## src/sv/kcs_pkg.sv

```systemverilog
`default_nettype none
// ----------------------------------------------------------------------------
// kcs_pkg
// Shared types, key codes and helpers of the keypad calculator sequencer.
// ----------------------------------------------------------------------------
package kcs_pkg;

   localparam int KCS_DATA_WIDTH = 32;

   // key codes
   localparam logic [7:0] KEY_ZERO  = 8'h30;
   localparam logic [7:0] KEY_NINE  = 8'h39;
   localparam logic [7:0] KEY_ADD   = 8'h2B;
   localparam logic [7:0] KEY_SUB   = 8'h2D;
   localparam logic [7:0] KEY_MUL   = 8'h2A;
   localparam logic [7:0] KEY_DIV   = 8'h2F;
   localparam logic [7:0] KEY_EQ    = 8'h3D;
   localparam logic [7:0] KEY_CLEAR = 8'h63;

   // column after the answer label
   localparam logic [7:0] COL_ANS = 8'd3;

   typedef enum logic [2:0] {
      OP_NONE  = 3'd0,
      OP_ADD   = 3'd1,
      OP_SUB   = 3'd2,
      OP_MUL   = 3'd3,
      OP_DIV   = 3'd4,
      OP_EQ    = 3'd5,
      OP_OTHER = 3'd6
   } pend_op_type;

   typedef enum logic [2:0] {
      ALU_ADD = 3'd0,
      ALU_SUB = 3'd1,
      ALU_MUL = 3'd2,
      ALU_DIV = 3'd3,
      ALU_DEC = 3'd4
   } alu_op_type;

   typedef struct packed {
      logic       start;
      alu_op_type op;
   } alu_cmd_type;

   function automatic pend_op_type encode_op(input logic [7:0] key);
      pend_op_type op;
      unique case (key)
         KEY_ADD: op = OP_ADD;
         KEY_SUB: op = OP_SUB;
         KEY_MUL: op = OP_MUL;
         KEY_DIV: op = OP_DIV;
         KEY_EQ:  op = OP_EQ;
         default: op = OP_OTHER;
      endcase
      return op;
   endfunction

endpackage
`default_nettype wire

```

## src/sv/keypad_calculator_sequencer_top.sv

```systemverilog
`default_nettype none
// sequencing: keys that apply nothing, and a divide by zero, go straight from
//   idle to done; digit entry, add, subtract, multiply and divide wait in kcs_alu
//   first (multiply and divide one bit per cycle); clear applies its pending operator
// flow: the next request is taken the cycle after the response is
//   registered, so one keypress is handled at a time
// reset: synchronous, clears accumulator, operand, pending operator and column
// ----------------------------------------------------------------------------
// keypad_calculator_sequencer_top
// Four-function immediate-execution calculator driven by keypress codes,
// producing one set of display events per key.
// ----------------------------------------------------------------------------
module keypad_calculator_sequencer_top
   import kcs_pkg::*;
#(
   parameter int DATA_WIDTH = KCS_DATA_WIDTH
) (
   input  wire logic                  clock,
   input  wire logic                  reset,
   input  wire logic                  req_valid,
   output logic                       req_stall,
   input  wire logic [7:0]            req_key_code,
   output logic                       rsp_valid,
   input  wire logic                  rsp_stall,
   output logic                       rsp_clear_before,
   output logic                       rsp_show_ans_label,
   output logic                       rsp_echo_valid,
   output logic [7:0]                 rsp_echo_char,
   output logic [7:0]                 rsp_echo_column,
   output logic                       rsp_result_valid,
   output logic [DATA_WIDTH-1:0]      rsp_result_value,
   output logic                       rsp_math_error,
   output logic                       rsp_clear_after
);

   localparam int W = DATA_WIDTH;

   typedef enum logic [2:0] {
      ST_IDLE = 3'b001,
      ST_WAIT = 3'b010,
      ST_DONE = 3'b100
   } state_type;

   state_type   state_ff, state_in;
   logic [W-1:0] acc_ff, acc_in;
   logic [W-1:0] opnd_ff, opnd_in;
   pend_op_type pend_ff, pend_in;
   logic [7:0]  col_ff, col_in;
   logic        dst_acc_ff, dst_acc_in;

   logic        p_clr_before_ff, p_clr_before_in;
   logic        p_ans_ff, p_ans_in;
   logic        p_echo_ff, p_echo_in;
   logic [7:0]  p_key_ff, p_key_in;
   logic [7:0]  p_col_ff, p_col_in;
   logic        p_err_ff, p_err_in;
   logic        p_eq_ff, p_eq_in;
   logic        p_clr_ff, p_clr_in;

   logic        rsp_valid_ff, rsp_valid_in;
   logic        rsp_load;
   logic        rsp_clear_before_ff, rsp_show_ans_label_ff, rsp_echo_valid_ff;
   logic [7:0]  rsp_echo_char_ff, rsp_echo_column_ff;
   logic        rsp_result_valid_ff, rsp_math_error_ff, rsp_clear_after_ff;
   logic [W-1:0] rsp_result_value_ff;

   logic        req_accept;
   logic        is_digit, eq_pend, div0, is_echo;
   logic [3:0]  dsub;
   logic [7:0]  col0;
   logic [W-1:0] acc_base;
   pend_op_type pe;

   alu_cmd_type alu_cmd;
   logic [W-1:0] alu_opa;
   logic        alu_done;
   logic [W-1:0] alu_res;

   assign req_stall  = (state_ff != ST_IDLE);
   assign req_accept = req_valid && !req_stall;

   // decode of the incoming key against the current state
   always_comb begin
      is_digit = (req_key_code >= KEY_ZERO) && (req_key_code <= KEY_NINE);
      dsub     = 4'(req_key_code - KEY_ZERO);
      eq_pend  = (pend_ff == OP_EQ);
      is_echo  = (req_key_code != KEY_EQ);
      if (eq_pend) begin
         col0 = is_digit ? 8'd0 : COL_ANS;
      end else begin
         col0 = col_ff;
      end
      // digit after equals starts a new first number
      acc_base = (eq_pend && is_digit) ? '0 : acc_ff;
      pe       = (eq_pend && is_digit) ? OP_NONE : pend_ff;
      div0     = (pend_ff == OP_DIV) && (opnd_ff == '0);
   end

   always_comb begin
      alu_cmd.start = 1'b0;
      alu_cmd.op    = ALU_DEC;
      alu_opa       = acc_ff;
      if (is_digit) begin
         alu_cmd.start = req_accept;
         alu_cmd.op    = ALU_DEC;
         alu_opa       = (pe == OP_NONE) ? acc_base : opnd_ff;
      end else begin
         unique case (pend_ff)
            OP_ADD: begin
               alu_cmd.start = req_accept;
               alu_cmd.op    = ALU_ADD;
            end
            OP_SUB: begin
               alu_cmd.start = req_accept;
               alu_cmd.op    = ALU_SUB;
            end
            OP_MUL: begin
               alu_cmd.start = req_accept;
               alu_cmd.op    = ALU_MUL;
            end
            OP_DIV: begin
               alu_cmd.start = req_accept && !div0;
               alu_cmd.op    = ALU_DIV;
            end
            default: begin
               alu_cmd.start = 1'b0;
            end
         endcase
      end
   end

   kcs_alu #(
      .DATA_WIDTH (DATA_WIDTH)
   ) u_alu (
      .clock  (clock),
      .reset  (reset),
      .cmd    (alu_cmd),
      .opa    (alu_opa),
      .opb    (opnd_ff),
      .digit  (dsub),
      .done   (alu_done),
      .result (alu_res)
   );

   assign rsp_load = (state_ff == ST_DONE) && (!rsp_valid_ff || !rsp_stall);

   always_comb begin
      state_in        = state_ff;
      acc_in          = acc_ff;
      opnd_in         = opnd_ff;
      pend_in         = pend_ff;
      col_in          = col_ff;
      dst_acc_in      = dst_acc_ff;
      p_clr_before_in = p_clr_before_ff;
      p_ans_in        = p_ans_ff;
      p_echo_in       = p_echo_ff;
      p_key_in        = p_key_ff;
      p_col_in        = p_col_ff;
      p_err_in        = p_err_ff;
      p_eq_in         = p_eq_ff;
      p_clr_in        = p_clr_ff;
      rsp_valid_in    = rsp_valid_ff && rsp_stall;
      unique case (state_ff)
         ST_IDLE: begin
            if (req_accept) begin
               acc_in          = acc_base;
               pend_in         = is_digit ? pe : encode_op(req_key_code);
               opnd_in         = is_digit ? opnd_ff : '0;
               col_in          = 8'(col0 + 8'd1);
               dst_acc_in      = is_digit ? (pe == OP_NONE) : 1'b1;
               p_clr_before_in = eq_pend;
               p_ans_in        = eq_pend && !is_digit;
               p_echo_in       = is_echo;
               p_key_in        = is_echo ? req_key_code : 8'd0;
               p_col_in        = is_echo ? col0 : 8'd0;
               p_err_in        = !is_digit && div0;
               p_eq_in         = !is_echo;
               p_clr_in        = (req_key_code == KEY_CLEAR);
               state_in        = alu_cmd.start ? ST_WAIT : ST_DONE;
            end
         end
         ST_WAIT: begin
            if (alu_done) begin
               if (dst_acc_ff) begin
                  acc_in = alu_res;
               end else begin
                  opnd_in = alu_res;
               end
               state_in = ST_DONE;
            end
         end
         ST_DONE: begin
            if (rsp_load) begin
               rsp_valid_in = 1'b1;
               // clear key wipes the state once its echo is out
               if (p_clr_ff) begin
                  acc_in  = '0;
                  opnd_in = '0;
                  pend_in = OP_NONE;
                  col_in  = 8'd0;
               end
               state_in = ST_IDLE;
            end
         end
         default: begin
            state_in = ST_IDLE;
         end
      endcase
   end

   always_ff @(posedge clock) begin
      if (reset) begin
         state_ff     <= ST_IDLE;
         acc_ff       <= '0;
         opnd_ff      <= '0;
         pend_ff      <= OP_NONE;
         col_ff       <= 8'd0;
         rsp_valid_ff <= 1'b0;
      end else begin
         state_ff     <= state_in;
         acc_ff       <= acc_in;
         opnd_ff      <= opnd_in;
         pend_ff      <= pend_in;
         col_ff       <= col_in;
         rsp_valid_ff <= rsp_valid_in;
      end
   end

   always_ff @(posedge clock) begin
      dst_acc_ff      <= dst_acc_in;
      p_clr_before_ff <= p_clr_before_in;
      p_ans_ff        <= p_ans_in;
      p_echo_ff       <= p_echo_in;
      p_key_ff        <= p_key_in;
      p_col_ff        <= p_col_in;
      p_err_ff        <= p_err_in;
      p_eq_ff         <= p_eq_in;
      p_clr_ff        <= p_clr_in;
      if (rsp_load) begin
         rsp_clear_before_ff   <= p_clr_before_ff;
         rsp_show_ans_label_ff <= p_ans_ff;
         rsp_echo_valid_ff     <= p_echo_ff;
         rsp_echo_char_ff      <= p_key_ff;
         rsp_echo_column_ff    <= p_col_ff;
         rsp_result_valid_ff   <= p_eq_ff && !p_err_ff;
         rsp_result_value_ff   <= (p_eq_ff && !p_err_ff) ? acc_ff : '0;
         rsp_math_error_ff     <= p_err_ff;
         rsp_clear_after_ff    <= p_clr_ff;
      end
   end

   assign rsp_valid          = rsp_valid_ff;
   assign rsp_clear_before   = rsp_clear_before_ff;
   assign rsp_show_ans_label = rsp_show_ans_label_ff;
   assign rsp_echo_valid     = rsp_echo_valid_ff;
   assign rsp_echo_char      = rsp_echo_char_ff;
   assign rsp_echo_column    = rsp_echo_column_ff;
   assign rsp_result_valid   = rsp_result_valid_ff;
   assign rsp_result_value   = rsp_result_value_ff;
   assign rsp_math_error     = rsp_math_error_ff;
   assign rsp_clear_after    = rsp_clear_after_ff;

`ifndef SYNTHESIS
   a_result_no_error: assert property (@(posedge clock) disable iff (reset)
      rsp_valid && rsp_result_valid |-> !rsp_math_error)
      else $error("result reported together with math error");

   a_alu_done_in_wait: assert property (@(posedge clock) disable iff (reset)
      alu_done |-> state_ff == ST_WAIT)
      else $error("alu finished outside of wait state");

   a_accept_leaves_idle: assert property (@(posedge clock) disable iff (reset)
      req_valid && !req_stall |=> state_ff != ST_IDLE)
      else $error("accepted request did not start the sequencer");

   a_no_echo_fields_zero: assert property (@(posedge clock) disable iff (reset)
      rsp_valid && !rsp_echo_valid |-> rsp_echo_char == 8'd0 && rsp_echo_column == 8'd0)
      else $error("echo fields set without echo");
`endif

endmodule
`default_nettype wire

```

## src/sv/kcs_alu.sv

```systemverilog
`default_nettype none
// ----------------------------------------------------------------------------
// kcs_alu
// Iterative arithmetic unit around one shared adder: add, subtract,
// shift-add multiply, restoring divide and decimal digit entry.
// ----------------------------------------------------------------------------
module kcs_alu
   import kcs_pkg::*;
#(
   parameter int DATA_WIDTH = KCS_DATA_WIDTH
) (
   input  wire logic                  clock,
   input  wire logic                  reset,
   input  wire alu_cmd_type           cmd,
   input  wire logic [DATA_WIDTH-1:0] opa,
   input  wire logic [DATA_WIDTH-1:0] opb,
   input  wire logic [3:0]            digit,
   output logic                       done,
   output logic [DATA_WIDTH-1:0]      result
);

   localparam int W     = DATA_WIDTH;
   localparam int CNT_W = $clog2(W);

   logic             busy_ff, busy_in;
   logic             done_ff, done_in;
   alu_op_type       op_ff, op_in;
   logic [CNT_W-1:0] cnt_ff, cnt_in;
   logic [W:0]       acc_ff, acc_in;
   logic [W-1:0]     sh_ff, sh_in;
   logic [W-1:0]     op2_ff, op2_in;

   logic [W:0]       add_x, add_y, sum, rem_sh;
   logic             cin;
   logic [CNT_W-1:0] last_cnt;
   logic             last;

   // one shared adder, operands steered by the running operation
   always_comb begin
      rem_sh = {acc_ff[W-1:0], sh_ff[W-1]};
      add_x  = acc_ff;
      add_y  = {1'b0, op2_ff};
      cin    = 1'b0;
      unique case (op_ff)
         ALU_ADD: begin
            add_y = {1'b0, op2_ff};
         end
         ALU_SUB: begin
            add_y = ~{1'b0, op2_ff};
            cin   = 1'b1;
         end
         ALU_MUL: begin
            add_y = op2_ff[0] ? {1'b0, sh_ff} : '0;
         end
         ALU_DIV: begin
            add_x = rem_sh;
            add_y = ~{1'b0, op2_ff};
            cin   = 1'b1;
         end
         ALU_DEC: begin
            add_y = (cnt_ff == '0) ? {1'b0, sh_ff} : {1'b0, op2_ff};
         end
         default: begin
            add_y = {1'b0, op2_ff};
         end
      endcase
      sum = add_x + add_y + {{W{1'b0}}, cin};
   end

   always_comb begin
      unique case (op_ff)
         ALU_MUL, ALU_DIV: last_cnt = CNT_W'(W - 1);
         ALU_DEC:          last_cnt = CNT_W'(1);
         default:          last_cnt = '0;
      endcase
      last = (cnt_ff == last_cnt);
   end

   always_comb begin
      busy_in = busy_ff;
      done_in = 1'b0;
      op_in   = op_ff;
      cnt_in  = cnt_ff;
      acc_in  = acc_ff;
      sh_in   = sh_ff;
      op2_in  = op2_ff;
      if (busy_ff) begin
         acc_in = {1'b0, sum[W-1:0]};
         if (op_ff == ALU_MUL) begin
            sh_in  = {sh_ff[W-2:0], 1'b0};
            op2_in = {1'b0, op2_ff[W-1:1]};
         end else if (op_ff == ALU_DIV) begin
            // negative difference: keep the shifted remainder
            acc_in = sum[W] ? rem_sh : sum;
            sh_in  = {sh_ff[W-2:0], ~sum[W]};
         end
         cnt_in = cnt_ff + CNT_W'(1);
         if (last) begin
            busy_in = 1'b0;
            done_in = 1'b1;
         end
      end else if (cmd.start) begin
         busy_in = 1'b1;
         op_in   = cmd.op;
         cnt_in  = '0;
         unique case (cmd.op)
            ALU_DEC: begin
               // ten times a: 8a now, 2a added on the first step
               acc_in = {1'b0, opa[W-4:0], 3'b000};
               sh_in  = {opa[W-2:0], 1'b0};
               op2_in = {{(W-4){1'b0}}, digit};
            end
            ALU_ADD, ALU_SUB: begin
               acc_in = {1'b0, opa};
               sh_in  = opa;
               op2_in = opb;
            end
            default: begin
               acc_in = '0;
               sh_in  = opa;
               op2_in = opb;
            end
         endcase
      end
   end

   always_ff @(posedge clock) begin
      if (reset) begin
         busy_ff <= 1'b0;
         done_ff <= 1'b0;
         op_ff   <= ALU_ADD;
         cnt_ff  <= '0;
      end else begin
         busy_ff <= busy_in;
         done_ff <= done_in;
         op_ff   <= op_in;
         cnt_ff  <= cnt_in;
      end
   end

   always_ff @(posedge clock) begin
      acc_ff <= acc_in;
      sh_ff  <= sh_in;
      op2_ff <= op2_in;
   end

   assign done   = done_ff;
   assign result = (op_ff == ALU_DIV) ? sh_ff : acc_ff[W-1:0];

endmodule
`default_nettype wire

```

## config.mk

```make
export PLATFORM = sky130hd
export DESIGN_NAME = keypad_calculator_sequencer_top
export DESIGN_NICKNAME = d
export VERILOG_FILES = /design/src/sv/kcs_pkg.sv /design/src/sv/keypad_calculator_sequencer_top.sv /design/src/sv/kcs_alu.sv
export SDC_FILE = /design/constraint.sdc
export NUM_CORES = 1
export LEC_CHECK = 0
export BUFFER_PORTS_ARGS = -buffer_cell sky130_fd_sc_hd__buf_2
export CAP_MARGIN = 10
export CORE_ASPECT_RATIO = 0.6
export CORE_MARGIN = 5
export CORE_UTILIZATION = 25
export DETAILED_ROUTE_END_ITERATION = 6
export PLACE_DENSITY = 0.4
export SYNTH_ARGS = -nofsm -noshare
export SYNTH_HDL_FRONTEND = slang
export SYNTH_SLANG_ARGS = --single-unit
export TNS_END_PERCENT = 50
```

## constraint.sdc

```tcl
create_clock -name clock -period 13.05 [get_ports clock]
set_input_delay 0.6525 -clock clock [delete_from_list [all_inputs] [get_ports clock]]
set_output_delay 0.6525 -clock clock [all_outputs]
set_load 0.01 [all_outputs]
```

==> out/metrics.cfg <==
[global_route]
antenna_found_initial = 2
grt_pass1_wl_microns = 80500
grt_max_degree = 90
grt-ovfl-total = 0
grt_util_all_layers_pct = 16.87
grt_pass1_vias = 11330

[synthesis]
syn_inst = 1554
synth_top_cells_by_area = edfxtp_1 (36%), dfxtp_1 (12%), nand2_1 (7.9%), mux2i_1 (4.6%), a21oi_1 (4.2%)
synth_common_cells = nand2_1 (306), edfxtp_1 (174), nor2_1 (153)
synth_most_common_cell = nand2_1
synth_top_area_share_pct = 36.14
ys_warn_count = 0
ys_seq_elements = 263
ys.flop_type = edfxtp_1
yosysUniqueCellTypes = 69
synth_edf_count = 174
syn_nets = 1602
syn_avg_cell_area_sq_um = 9.304
async_flop_share_pct = 0
syn_area_sq_um = 14460
yosysSeqAreaShare_pct = 48.46
synth_top_cell_by_area = edfxtp_1

[clock_tree]
htreeDepth = 1
clock-root-buffer = clkbuf_16
clkLatencyLatePin_ns = 0.57
cts_setup_buffers = 0
tritoncts = built
clk_path_buf_depth = 3
ctsResizeCount = 0
holdBufCountCts = 0
cts.sinks = 263
cts_made_buffers = 27
clk_transition_reported_paths_ns = 0.07

[routing]
viasPerCell = 5.171
drtIter0Drc = 1539
vias = 12210
drt_wl_total_microns = 54610
routedWlPerCell_microns = 23.12
dr.pass1.iters = 5
drcViolationCount = 0
ant_nets = 0

[critical_path]
crit_path_end_kind = flip-flop
slowest_delay_ns = 0.68
slowest_stage = o221a_4
critPathLaunchType = flip-flop
crit_arrival_ns = 5.72
crit_type = flip-flop to flip-flop
regToRegStartpoint = u_alu.cnt_ff[2]$_SDFFE_PP0P_
regToRegEndpoint = u_alu.acc_ff[24]$_DFFE_PP_
r2r_setup_slack_ns = 7.61
crit_chain = nor3_1 -> nand3_1 -> mux2_2 -> a221o_1 -> fa_1 -> fa_1 -> a211o_1 -> a211oi_2 -> o21a_1 -> o21a_4 -> o21a_4 -> o221a_4 -> mux2i_1 -> o221ai_1
reg2reg_depth = 14
cp.required_ns = 13.33
cp_max_fo = 38

[layout]
drive_above_1_share_pct = 10.25
nNetsFinal = 1619
utilization_pct = 28.66
fill_cells = 6134
multiInputGateArea_sq_um = 6980
syn_to_final_growth_pct = 13.67
regArea_sq_um = 7010

[place]
gp_congestion = 0.8711
port_buffers = 67
dpl.hpwl_microns = 37680
preCtsSetupSlack_ns = 7.642

[sta]
relSlewSlack_pct = 13.33
skew_ns = 0.01871
tightest_slew_ns = 1.300
fmax_mhz = 183.8
finalSetupViolCount = 0
hold_viol = 0
finalCritPeriodShare_pct = 41.70
hold_ws_ns = 0.2880
worst_slack_ns = 7.608
fin_setup_tns_ns = 0
slew_violations = 0
grt_setup_unrepaired = no
min_period_ns = 5.442

[die]
fp.coreArea_sq_um = 57350
fp.dieW_microns = 320.5
std_cell_rows = 68
io_pins = 68
die_y_microns = 196.3
initial_core_util_pct = 25.21
dieArea_sq_um = 62900

[pwr]
power.leakage_nw = 6.248
ir_worst_vdd_mv = 0.09596
powerDensity_nw_per_um2 = 145.7

[min_path]
hold_class = input pin to flip-flop
whs_path_depth = 1
worstHoldEndpoint = p_key_ff[7]$_SDFFCE_PP0P_
hp-start = req_key_code[7]

[run_status]
run_status = completed

[flow_run]
cap_violations = 0

power by group:
| part | total [W] | leakage, nW | internal (W) | switching [W] |
|---|---|---|---|---|
| clock network | 0.000798 | 0.432 | 0.000442 | 0.000356 |
| logic | 0.000612 | 3.42 | 0.000204 | 0.000408 |
| registers | 0.000985 | 2.39 | 0.000942 | 0.0000435 |
critical path: cells and delay by family, from the launching register on:
family          cells  cell delay, ns
mux                 2            0.90
compound gates      8            2.55
fa+ha+maj           2            0.93
simple gates        2            0.44
flops               1            0.35
stage by stage:
step,cells,instance area (sq um),total power (W)
after floorplan,1554,14460,0.001399
after global placement,2312,15560,0.001605
after detailed placement,2312,15560,0.001600
after CTS,2361,16430,0.002406
after global routing,2361,16430,0.002510
final,2362,16440,0.002395
area by class of cell:
class,instances,area share [%]
Sequential cell,263,42.65
Clock inverter,11,0.5329
Multi-Input combinational cell,1168,42.47
Antenna cell,1,0.01523
Clock buffer,38,4.804
Inverter,17,0.3882
Tap cell,770,5.862
Timing Repair Buffer,94,3.273
placed cells by master, fill, tap and decap left out, drive strengths merged, types with 6 or more instances in the layout:
master	Yosys	final
xnor2	21	21
o221ai	25	25
a221o	34	34
xor2	14	14
a21oi	120	120
nor2	153	153
nand4	9	9
a22oi	53	53
nand2	307	307
nor2b	6	6
nor4	12	12
nand3	24	24
o211ai	13	13
o21ai	95	95
dfxtp	89	89
ha	34	34
mux2i	66	66
clkbuf	85	38
and3	26	26
edfxtp	174	174
o21a	7	7
nand2b	12	12
a211oi	10	10
a21o	14	14
buf	21	94
and2	47	47
clkinv	1	8
inv	16	18
nor3	11	11
state kept, by name (all words and copies together) (netlist names), 32 cells and up:
signal and flops:
u_alu.acc_ff 33, u_alu.op2_ff 32, acc_ff 32, rsp_result_value 32
opnd_ff 32, u_alu.sh_ff 32
routing by layer:
| metal | GRT usage, % | up-vias | share of wire, % |
|---|---|---|---|
| li1 | - | 5699 | - |
| met1 | 29.29 | 5986 | 55 |
| met2 | 20.24 | 479 | 35 |
| met3 | 3.856 | 50 | 8.5 |
| met4 | 2.663 | 0 | 1.7 |
| met5 | 0 | - | 0 |
cells by family (layout without fill, tap and decap cells):
logic type | after synthesis | count (layout) | synth area share [%]
AND/OR/NAND/NOR | 624 | 624 | 19.15
AO/OA/AOI/OAI | 406 | 406 | 18.87
flip-flops | 263 | 263 | 48.46
buffers and inverters | 123 | 160 | 3.531
multiplexers | 67 | 67 | 4.647
adder cells (fa/ha/maj) | 36 | 36 | 3.219
XOR/XNOR | 35 | 35 | 2.120
other | 0 | 1 | 0
how the worst max path moves through the flow:
| stage | slack (ns) | startpoint | endpoint | depth (start not counted) |
|---|---|---|---|---|
| 5_1_grt | 7.29 | u_alu.cnt_ff[2]$_SDFFE_PP0P_ | u_alu.acc_ff[26]$_DFFE_PP_ | 14 |
| 2_1_floorplan | 8.78 | u_alu.cnt_ff[0]$_SDFFE_PP0P_ | u_alu.acc_ff[11]$_DFFE_PP_ | 19 |
| 3_5_place_dp | 7.64 | u_alu.cnt_ff[2]$_SDFFE_PP0P_ | u_alu.acc_ff[24]$_DFFE_PP_ | 14 |
| 3_3_place_gp | 7.69 | u_alu.cnt_ff[2]$_SDFFE_PP0P_ | u_alu.acc_ff[21]$_DFFE_PP_ | 14 |
| 6_report | 7.61 | u_alu.cnt_ff[2]$_SDFFE_PP0P_ | u_alu.acc_ff[24]$_DFFE_PP_ | 14 |
| 4_1_cts | 7.62 | u_alu.cnt_ff[2]$_SDFFE_PP0P_ | u_alu.acc_ff[24]$_DFFE_PP_ | 14 |
No activity file was read; power rests on OpenSTA's default activity.
